`config.mk`:
```
export PLATFORM = sky130hd
export DESIGN_NAME = flt_win_div
export DESIGN_NICKNAME = d
export VERILOG_FILES = /design/src/hdl/flt_pkg.sv /design/src/hdl/flt_win_div.sv
export SDC_FILE = /design/constraint.sdc
export NUM_CORES = 1
export LEC_CHECK = 0
export BUFFER_PORTS_ARGS = -buffer_cell sky130_fd_sc_hd__buf_2
export CORE_ASPECT_RATIO = 0.7
export CORE_MARGIN = 3
export CORE_UTILIZATION = 45
export CTS_CLUSTER_SIZE = 25
export DETAILED_ROUTE_END_ITERATION = 16
export GPL_TIMING_DRIVEN = 0
export PLACE_DENSITY = 0.77
export SETUP_SLACK_MARGIN = 0.2
export SLEW_MARGIN = 30
export SYNTH_ARGS = -nofsm -noshare
export SYNTH_HDL_FRONTEND = slang
export SYNTH_SLANG_ARGS = --single-unit
```
`constraint.sdc`:
```
create_clock -name clk_i -period 3.7 [get_ports clk_i]
set_clock_uncertainty 0.05 [all_clocks]
set_input_delay 0.37 -clock clk_i [delete_from_list [all_inputs] [get_ports clk_i]]
set_output_delay 0.37 -clock clk_i [all_outputs]
set_load 0.01 [all_outputs]
```
`src/hdl/flt_pkg.sv`:
```
// Shared types and constants for the flow liveness and sequence tracker.
// Holds the per-flow record layout, the result layout and register indexes.
// No dependencies.
package flt_pkg;

  // Field widths
  localparam int unsigned FLOW_W   = 6;
  localparam int unsigned TIME_W   = 48;
  localparam int unsigned SEQ_W    = 32;
  localparam int unsigned CNT_W    = 32;
  localparam int unsigned PERIOD_W = 22;
  localparam int unsigned MULT_W   = 8;
  localparam int unsigned WIN_W    = 22;
  localparam int unsigned TMO_W    = PERIOD_W + MULT_W;

  // Default table depth
  localparam int unsigned NUM_FLOWS_DEF = 64;

  // Stream widths
  localparam int unsigned IN_TDATA_W  = 88;
  localparam int unsigned OUT_TDATA_W = 192;

  // Configuration register indexes
  localparam int unsigned CFG_IDX_W = 2;
  localparam logic [CFG_IDX_W-1:0] CFG_PERIOD = 2'd0;
  localparam logic [CFG_IDX_W-1:0] CFG_MULT   = 2'd1;
  localparam logic [CFG_IDX_W-1:0] CFG_WINDOW = 2'd2;

  // Register reset values
  localparam logic [PERIOD_W-1:0] PERIOD_RST = PERIOD_W'(1000);
  localparam logic [MULT_W-1:0]   MULT_RST   = MULT_W'(3);
  localparam logic [WIN_W-1:0]    WINDOW_RST = WIN_W'(60000);

  // Result kinds and input actions
  localparam logic KIND_PACKET  = 1'b0;
  localparam logic KIND_OFFLINE = 1'b1;
  localparam logic ACT_PACKET   = 1'b0;
  localparam logic ACT_TICK     = 1'b1;

  // One flow record as stored in the table memory
  typedef struct packed {
    logic [TIME_W-1:0] last_seen;
    logic [TIME_W-1:0] off_since;
    logic [TIME_W-1:0] win_num;
    logic [SEQ_W-1:0]  min_seq;
    logic [SEQ_W-1:0]  max_seq;
    logic [CNT_W-1:0]  recv;
    logic [CNT_W-1:0]  reord;
    logic              restarted;
  } rec_t;

  // Result payload, flow_index in the lowest bits
  typedef struct packed {
    logic              restarted;
    logic [CNT_W-1:0]  reord;
    logic [CNT_W-1:0]  recv;
    logic [SEQ_W-1:0]  max_seq;
    logic [SEQ_W-1:0]  min_seq;
    logic              seq_tracked;
    logic [TIME_W-1:0] offline_ms;
    logic              came_online;
    logic              new_flow;
    logic [FLOW_W-1:0] flow_index;
  } res_data_t;

  typedef struct packed {
    logic      kind;
    logic      last;
    res_data_t data;
  } res_t;

endpackage

```
`src/hdl/flt_win_div.sv`:
```
// Restoring divider, one quotient bit per cycle, for the window number.
// Depends on flt_pkg for the time and window widths.
module flt_win_div (
  input  logic                      clk_i,
  input  logic                      rst_ni,
  input  logic                      start_i,
  input  logic [flt_pkg::TIME_W-1:0] dividend_i,
  input  logic [flt_pkg::WIN_W-1:0]  divisor_i,
  output logic                      busy_o,
  output logic [flt_pkg::TIME_W-1:0] quot_o
);
  import flt_pkg::*;

  localparam int unsigned CNT_BITS = $clog2(TIME_W + 1);

  logic [CNT_BITS-1:0] cnt_q, cnt_d;
  logic                busy_q, busy_d;
  logic [TIME_W-1:0]   q_q, q_d;
  logic [WIN_W:0]      rem_q, rem_d;
  logic [WIN_W-1:0]    dvs_q, dvs_d;
  logic [WIN_W:0]      rem_sh;

  // one shift-subtract step per cycle
  always_comb begin
    cnt_d  = cnt_q;
    busy_d = busy_q;
    q_d    = q_q;
    rem_d  = rem_q;
    dvs_d  = dvs_q;
    rem_sh = {rem_q[WIN_W-1:0], q_q[TIME_W-1]};
    if (start_i) begin
      busy_d = 1'b1;
      cnt_d  = CNT_BITS'(TIME_W);
      q_d    = dividend_i;
      rem_d  = '0;
      dvs_d  = divisor_i;
    end else if (busy_q) begin
      if (rem_sh >= {1'b0, dvs_q}) begin
        rem_d = rem_sh - {1'b0, dvs_q};
        q_d   = {q_q[TIME_W-2:0], 1'b1};
      end else begin
        rem_d = rem_sh;
        q_d   = {q_q[TIME_W-2:0], 1'b0};
      end
      cnt_d = cnt_q - 1'b1;
      if (cnt_q == CNT_BITS'(1)) begin
        busy_d = 1'b0;
      end
    end
  end

  always_ff @(posedge clk_i or negedge rst_ni) begin
    if (!rst_ni) begin
      busy_q <= 1'b0;
      cnt_q  <= '0;
    end else begin
      busy_q <= busy_d;
      cnt_q  <= cnt_d;
    end
  end

  always_ff @(posedge clk_i) begin
    q_q   <= q_d;
    rem_q <= rem_d;
    dvs_q <= dvs_d;
  end

  assign busy_o = busy_q;
  assign quot_o = q_q;

endmodule

```
==> After elaboration in Yosys (flattened, before gate mapping) <==
Cells that the tools add are included.
{ "classes": {"addsub": 2, "order_cmp": 1, "n_reduce_logical": 1, "eq_ne": 1, "muxes": 9} }
{ "ops": {"columns": ["operator", "n"], "rows": [
  ["48-bit 2-to-1 mux", 2],
  ["23-bit by 22-bit >= comparator with 1-bit output", 1],
  ["22-bit 2-to-1 mux", 1],
  ["22-bit subtractor", 1],
  ["6-bit 2-to-1 mux", 2],
  ["6-bit by 1-bit equality test with 1-bit output, second input constant", 1],
  ["6-bit by 1-bit subtractor with 6-bit output, second input constant", 1],
  ["1-bit 2-to-1 mux", 4],
  ["2-bit nonzero test", 1]
]} }
{ "totals": {"output_inout_bits": 49, "word_cells": 19, "register_bits": 99, "inputBits": 73} }

==> Logic depth before layout (Yosys ltp) <==
Gate-level depths: netlist of run 1.
{ "logic_depth": {"word_depth": 4, "depth_mapped": 12, "depth_no_buf": 12} }

==> Worst setup path before layout of run 1 <==
OpenSTA, ideal clock, no wires.
{ "synth_path": {"path_type": "register to register", "startpoint": "reg q_q[47], in the netlist quot_o[47]", "endpoint": "reg rem_q[20]", "setup_time_ns": 0.171, "t_required_ns": 3.479, "synth_period_minus_slack_ns": 2.639, "slack_ns": 1.061, "path_buffers": 0, "t_arrival_ns": 2.417, "stages_incl_launch_ff": 13, "cell_sequence": "edfxtp_1 inv_1 ha_1 inv_1 fa_1 a211oi_1 o21ai_0 a41o_1 a21boi_1 o31ai_1 xor2_1 mux2i_1 o22ai_1"} }
{ "synth_via": {"elab_chain_cells": 2, "word_cells_on_any_way": 3} }
{ "synth_lines": {"columns": ["element", "line_no", "text"], "rows": [
  ["start, declared", "flt_win_div.sv:18", "logic [TIME_W-1:0] q_q, q_d;"],
  ["start signal, assigned", "flt_win_div.sv:63", "q_q <= q_d;"],
  ["22-bit subtractor / 23-bit by 22-bit >= comparator with 1-bit output (equally long branches)", "flt_win_div.sv:39, flt_win_div.sv:38", null],
  ["22-bit 2-to-1 mux (*)", "flt_win_div.sv:38", "if (rem_sh >= {1'b0, dvs_q}) begin"],
  ["end signal, assigned", "flt_win_div.sv:64", "rem_q <= rem_d;"],
  ["end, declared", "flt_win_div.sv:19", "logic [WIN_W:0] rem_q, rem_d;"]
]} }
Mark *: on every way between the ends. The rest lies on a longest branch, timed or not.
A chain may end at the register's enable or synchronous reset.

==> Worst setup path after layout of run 1 <==
Ends and elaborated chain as after synthesis.

==> results of run 1 <==
[metrics by stage]
step                power, mW  setup slack [ps]  hold WS (ps)  TNS (ps)  instances
floorplan                2.96              1060          24.4         0        436
global placement         3.32             -82.7           157     -3910        710
detailed placement       3.38               601           165         0        711
CTS                      4.41               797           137         0        728
global route             4.68               522           139         0        728
finish                   4.39               780           150         0        728
[worst paths after layout]
path	slack (ps)	cells past startpoint	start	end
setup reg to reg	780	12	quot_o[47]	rem_q[20]
max in group asynchronous	3040	2	rst_ni	cnt_q[0]
hold reg to reg	420	2	rem_q[1]	rem_q[1]
setup / recovery	780	12	quot_o[47]	rem_q[20]
min in group asynchronous	400	2	rst_ni	cnt_q[2]
hold / removal	150	1	divisor_i[7]	dvs_q[7]
[cell type report]
class / instances / area share
plain buffers: 20 / 0.0180
clock buffers: 10 / 0.0359
clock inverters: 6 / 0.0139
inverters: 31 / 0.0182
multi-input cells: 286 / 0.358
flip-flops and latches: 99 / 0.426
well taps: 153 / 0.0300
repair buffers: 123 / 0.101
[power by group through the flow]
stage          registers, mW  clock network, mW  logic (mW)
2_1_floorplan           1.57                  0        1.39
3_3_place_gp            1.56                  0        1.76
3_5_place_dp            1.57                  0        1.81
4_1_cts                 1.55               1.03        1.83
5_1_grt                 1.58               1.07        2.03
6_report                1.55               1.00        1.84
[cells by family (layout without fill, tap and decap cells)]
group,count (synthesis),count (layout),share of synthesized area
adders and majority gates,25,25,0.0612
and+or+nand+nor,81,81,0.0717
AOI/OAI and AO/OA,89,89,0.123
muxes,70,70,0.146
xor gates and xnor gates,21,21,0.0351
buffers and inverters,51,190,0.0442
DFF,99,99,0.519
[sequential cells by signal, indices dropped and copies added, names as in the netlist]
signal,flops
rem_q,22
cnt_q,6
dvs_q,22
quot_o,48
busy_o,1
[layer usage]
layer  share of wire  track usage  up-vias
met5               0            0        -
met4           0.018       0.0619        0
met3           0.049       0.0361       17
met2            0.49        0.335       90
li1                -            -     1882
met1            0.45        0.254     1879
[cell usage after synthesis, types with 3 or more instances]
master	n	area [um2]
a21o_1	6	45.0
nor2_1	30	113
mux2i_1	21	210
dfxtp_1	22	440
dfrtp_1	7	175
mux2_2	49	552
nand2_1	25	93.8
inv_1	31	116
nand3_1	5	25.0
clkbuf_2	3	15.0
a211oi_1	19	143
ha_1	24	300
nand4_1	5	31.3
xnor2_1	14	123
a21oi_1	18	90.1
xor2_1	7	61.3
o21ai_0	9	45.0
o21bai_1	6	45.0
o21ai_1	9	45.0
nand2b_1	6	37.5
clkbuf_1	12	45.0
edfxtp_1	70	2100
[worst max-delay path, stage by stage (launching register included)]
cell and delay [ps]:
edfxtp_1 380, inv_1 80, ha_1 180, inv_1 60
fa_1 420, a211oi_1 320, o21ai_0 180, a41o_1 350
a21boi_1 240, o31ai_1 110, xor2_1 150, mux2i_1 160
o22ai_1 80
==> metrics.cfg, run 1 <==
[routing]
vias_per_cell=5.31
drt_first_pass_iters=4
ant_nets=0
first_iter_violations=258
drc=0
wire_per_inst_um=16.6
vias=3868
wl_mm=12.1

[power_and_ir_drop]
p_per_area_nw_per_um2=688
power.leakage_nw=2.74
ir_drop_mv=0.340
switching_share=0.347
p_int_mw=2.87
p_comb_frac=0.418
clkPwrFrac=0.228
switchingPower_mw=1.52
seq_power_share=0.354

[placed_design]
routabilityCongestion=0.933
hpwl_mm=9.12
portBuffers=121
postPlaceCellArea_um2=6060

[floorplan]
die_w_um=135
dieArea_um2=13000
core_area_um2=11200
rows=32
initial_core_util=0.469
die_y_um=96.2
num_io_pins=122

[worst_setup_path]
critPathCaptureType=flip-flop
critPathLaunchType=flip-flop
cp_max_fo=4
cp_data_required_time_ps=3840
cp.arrival_ps=3060
critPathKind=reg -> reg

[clocking]
clock-sinks=99
clockRootBuffer=clkbuf_16
postCtsSetupBuffers=0
cts_inserted_buffers=9
cts_tree=yes
ctsHoldBuffers=1
htreeDepth=3
path_clk_slew_ps=70
cts_buffer_depth=2
clk_latency_ps=340
cts_resized=0

[sta]
finalCritPeriodShare=0.789
slew-limit-headroom=0.418
finalHoldViolCount=0
rsz0062_at_grt=false
slew_viol_final=0
clock.fmax_mhz=343
min_period_ps=2920
setup-violations-final=0
worst_pin_slew_ps=870

[status]
status=completed

[yosys]
netlist_area_um2=5230
postSynthCellCount=436
async_flop_share=0.0707
syn_nets=534
ys_seq_elements=99
syn_avg_cell_area_um2=12.0
ys_warn_count=0
synth_edf_count=70
yosysSeqAreaShare=0.519
ys_types=52
synthFlopType=edfxtp_1

[layout]
insertedDiodeCount=0
drive_gt1_frac=0.350
layout_commonest_cell=buf_2
multi_input_area_um2=2280
fillCellCount=957
seqCellArea_um2=2720
finalInstanceArea_um2=6390
area_delta_synth_final_pct=22.0
final_core_util=0.572
mostFrequentLayoutCells=buf_2 (121), edfxtp_1 (70), mux2_2 (49)
nets=668

[global_routing]
grt.overflow.total=0
grt_max_degree=28
antenna_found_initial=0
track_usage=0.196
grt_first_pass_wirelength_mm=19.8
grt_pass1_vias=3952

[min_path]
holdCritPathClass=in -> reg

[run]
drv_cap=0

No activity file was read; power rests on OpenSTA's default activity.
==> inputs of run 2 (changes only) <==
--- a/config.mk
+++ b/config.mk
@@ -12,7 +12,7 @@
 export CTS_CLUSTER_SIZE = 25
 export DETAILED_ROUTE_END_ITERATION = 16
 export GPL_TIMING_DRIVEN = 0
-export PLACE_DENSITY = 0.77
+export PLACE_DENSITY = 0.79
 export SETUP_SLACK_MARGIN = 0.2
 export SLEW_MARGIN = 30
 export SYNTH_ARGS = -nofsm -noshare
==> constraint.sdc (replaced) <==
create_clock -name clk_i -period 2.65 [get_ports clk_i]
set_clock_uncertainty 0.05 [all_clocks]
set_input_delay 0.265 -clock clk_i [delete_from_list [all_inputs] [get_ports clk_i]]
set_output_delay 0.265 -clock clk_i [all_outputs]
set_load 0.01 [all_outputs]
==> metrics.cfg, run 2 (synthesis gave the netlist of run 1 again) <==
[sta]
rsz0062_at_grt=true  ; was false
slew_viol_final=0  ; unchanged
setup-violations-final=0  ; unchanged
min_period_ps=2550  ; was 2920 ps
fin_ws_ps=102  ; was 780 ps
clock.fmax_mhz=392  ; was 343 MHz
slew-limit-headroom=0.493  ; was 0.418
finalCritPeriodShare=0.962  ; was 0.789
worst_pin_slew_ps=761  ; was 870 ps
finalHoldViolCount=0  ; unchanged

[layout]
layout_commonest_cell=buf_2  ; unchanged
finalInstanceArea_um2=6940  ; was 6390 um2
insertedDiodeCount=0  ; unchanged
fillCellCount=886  ; was 957
nets=694  ; was 668
mostFrequentLayoutCells=buf_2 (121), edfxtp_1 (70), mux2_2 (49)  ; unchanged
area_delta_synth_final_pct=32.6  ; was 22.0%
drive_gt1_frac=0.473  ; was 0.350
largest_reg_flops=48  ; unchanged
final_core_util=0.621  ; was 0.572

[floorplan]
initial_core_util=0.469  ; unchanged
rows=32  ; unchanged
core_area_um2=11200  ; unchanged
die_w_um=135  ; unchanged
dieArea_um2=13000  ; unchanged
num_io_pins=122  ; unchanged
die_y_um=96.2  ; unchanged

[worst_setup_path]
critPathCaptureType=flip-flop  ; unchanged
crit_slowest_cell=edfxtp_1  ; was fa_1
cp_cell_sequence=inv_2, ha_4, inv_2, fa_2, a211oi_4, o21ai_2, a41o_4, a21boi_4, o31ai_2, xor2_1, mux2i_1, o22ai_1  ; was inv_1, ha_1, inv_1, fa_1, a211oi_1, o21ai_0, a41o_1, a21boi_1, o31ai_1, xor2_1, mux2i_1, o22ai_1
cp.arrival_ps=2690  ; was 3060 ps
critPathMaxStageDelay_ps=410  ; was 420 ps
cp_max_fo=4  ; unchanged
critPathKind=reg -> reg  ; unchanged
critPathBufInv=2  ; unchanged
critPathLaunchType=flip-flop  ; unchanged
path_delay_family=compound AO/OA/AOI/OAI gates  ; unchanged
crit_path_frequent_cell=inv_2  ; was inv_1
cp_data_required_time_ps=2800  ; was 3840 ps

[power_and_ir_drop]
switchingPower_mw=2.57  ; was 1.52 mW
power.leakage_nw=2.90  ; was 2.74 nW
seq_power_share=0.312  ; was 0.354
ir_drop_mv=0.691  ; was 0.340 mV
p_int_mw=4.51  ; was 2.87 mW
clkPwrFrac=0.171  ; was 0.228
p_comb_frac=0.516  ; was 0.418
p_per_area_nw_per_um2=1020  ; was 688 nW/um2
switching_share=0.363  ; was 0.347

[routing]
dr_wl_met2_mm=6.82  ; was 5.89 mm
ant_nets=0  ; unchanged
wl_met1_mm=6.24  ; was 5.40 mm
routed.top_layer=met4  ; unchanged
drt_first_pass_iters=5  ; was 4
vias=4096  ; was 3868
dr_wl_met3_um=741  ; was 590 um
first_iter_violations=226  ; was 258
wl_mm=14.1  ; was 12.1 mm
drc=0  ; unchanged
vias_per_cell=5.43  ; was 5.31
wire_per_inst_um=18.7  ; was 16.6 um

[min_path]
holdCritPathClass=in -> reg  ; unchanged

[global_routing]
grt_first_pass_wirelength_mm=21.1  ; was 19.8 mm
grt_pass1_vias=4048  ; was 3952
track_usage=0.208  ; was 0.196
grt.overflow.total=0  ; unchanged
grt_max_degree=50  ; was 28
antenna_found_initial=0  ; unchanged

[placed_design]
postPlaceCellArea_um2=6070  ; was 6060 um2
dp_slack_ps=-388  ; was 601 ps
portBuffers=121  ; unchanged
routabilityCongestion=0.931  ; was 0.933
hpwl_mm=9.36  ; was 9.12 mm

[run]
drv_cap=0  ; unchanged

[clocking]
path_clk_slew_ps=70  ; about the same
clk_latency_ps=340  ; about the same
clockRootBuffer=clkbuf_16  ; unchanged
cts_tree=yes  ; unchanged
htreeDepth=3  ; unchanged
clock-sinks=99  ; unchanged
cts_buffer_depth=2  ; unchanged
cts_inserted_buffers=9  ; unchanged

[status]
status=completed  ; unchanged

## run 2: cell types whose count changed in the layout (fill, tap and decap cells not counted), sizes merged
cell / change
inv: -1
buf: +27
clkinv: +3
bufinv: -2
clkbuf: -1
## run 2: path summary, 6_finish.rpt
path | start | end | slack [ps] | cells past startpoint
worst max-delay path | quot_o[47] | rem_q[20] | 100 | 12
worst min-delay path | divisor_i[8] | dvs_q[8] | 50 | 1
worst max register to register | quot_o[47] | rem_q[20] | 100 | 12
worst min register to register | rem_q[16] | rem_q[16] | 430 | 2
max in group asynchronous | rst_ni | cnt_q[0] | 2150 | 2
min in group asynchronous | rst_ni | cnt_q[4] | 230 | 2
## run 2: layout make-up
class | count | area (um2) | share of cell area
repair buffers | 149 | 870 | 0.125
plain buffers | 20 | 144 | 0.0207
multi-input cells | 286 | 2630 | 0.378
flip-flops and latches | 99 | 2720 | 0.392
well taps | 153 | 191 | 0.0276
clock inverters | 6 | 42.5 | 0.00613
inverters | 31 | 121 | 0.0175
clock buffers | 10 | 229 | 0.0330
## run 2: routing by layer
metal  track usage  up-vias
met2         0.339      153
li1              -     1927
met4        0.0653        0
met3        0.0491       33
met5             0        -
met1         0.277     1983
## run 2: per-stage QoR
stage	power, mW	hold slack [ps]	instances	TNS (ps)
finish	7.07	45.5	754	0
global route	7.43	28.4	754	0
CTS	6.31	38.0	736	0
detailed placement	4.79	61.8	710	-19040
global placement	4.69	51.2	710	-60460
floorplan	4.19	-80.6	436	0
## run 2: power groups by stage
stage               clock [mW]  combinational (mW)  sequential, mW
finish                    1.21                3.65            2.21
global route              1.31                3.87            2.25
CTS                       1.24                2.88            2.19
detailed placement           0                2.59            2.20
global placement             0                2.50            2.18
floorplan                    0                1.99            2.20
## run 2: repair_timing
action	in CTS	in global routing
setup endpoints to repair	72	23
hold buffers	1	0
endpoints found under the hold margin	7	0
resized for setup	39	42
setup buffers	9	16
cloned	0	2
pin swaps	16	27
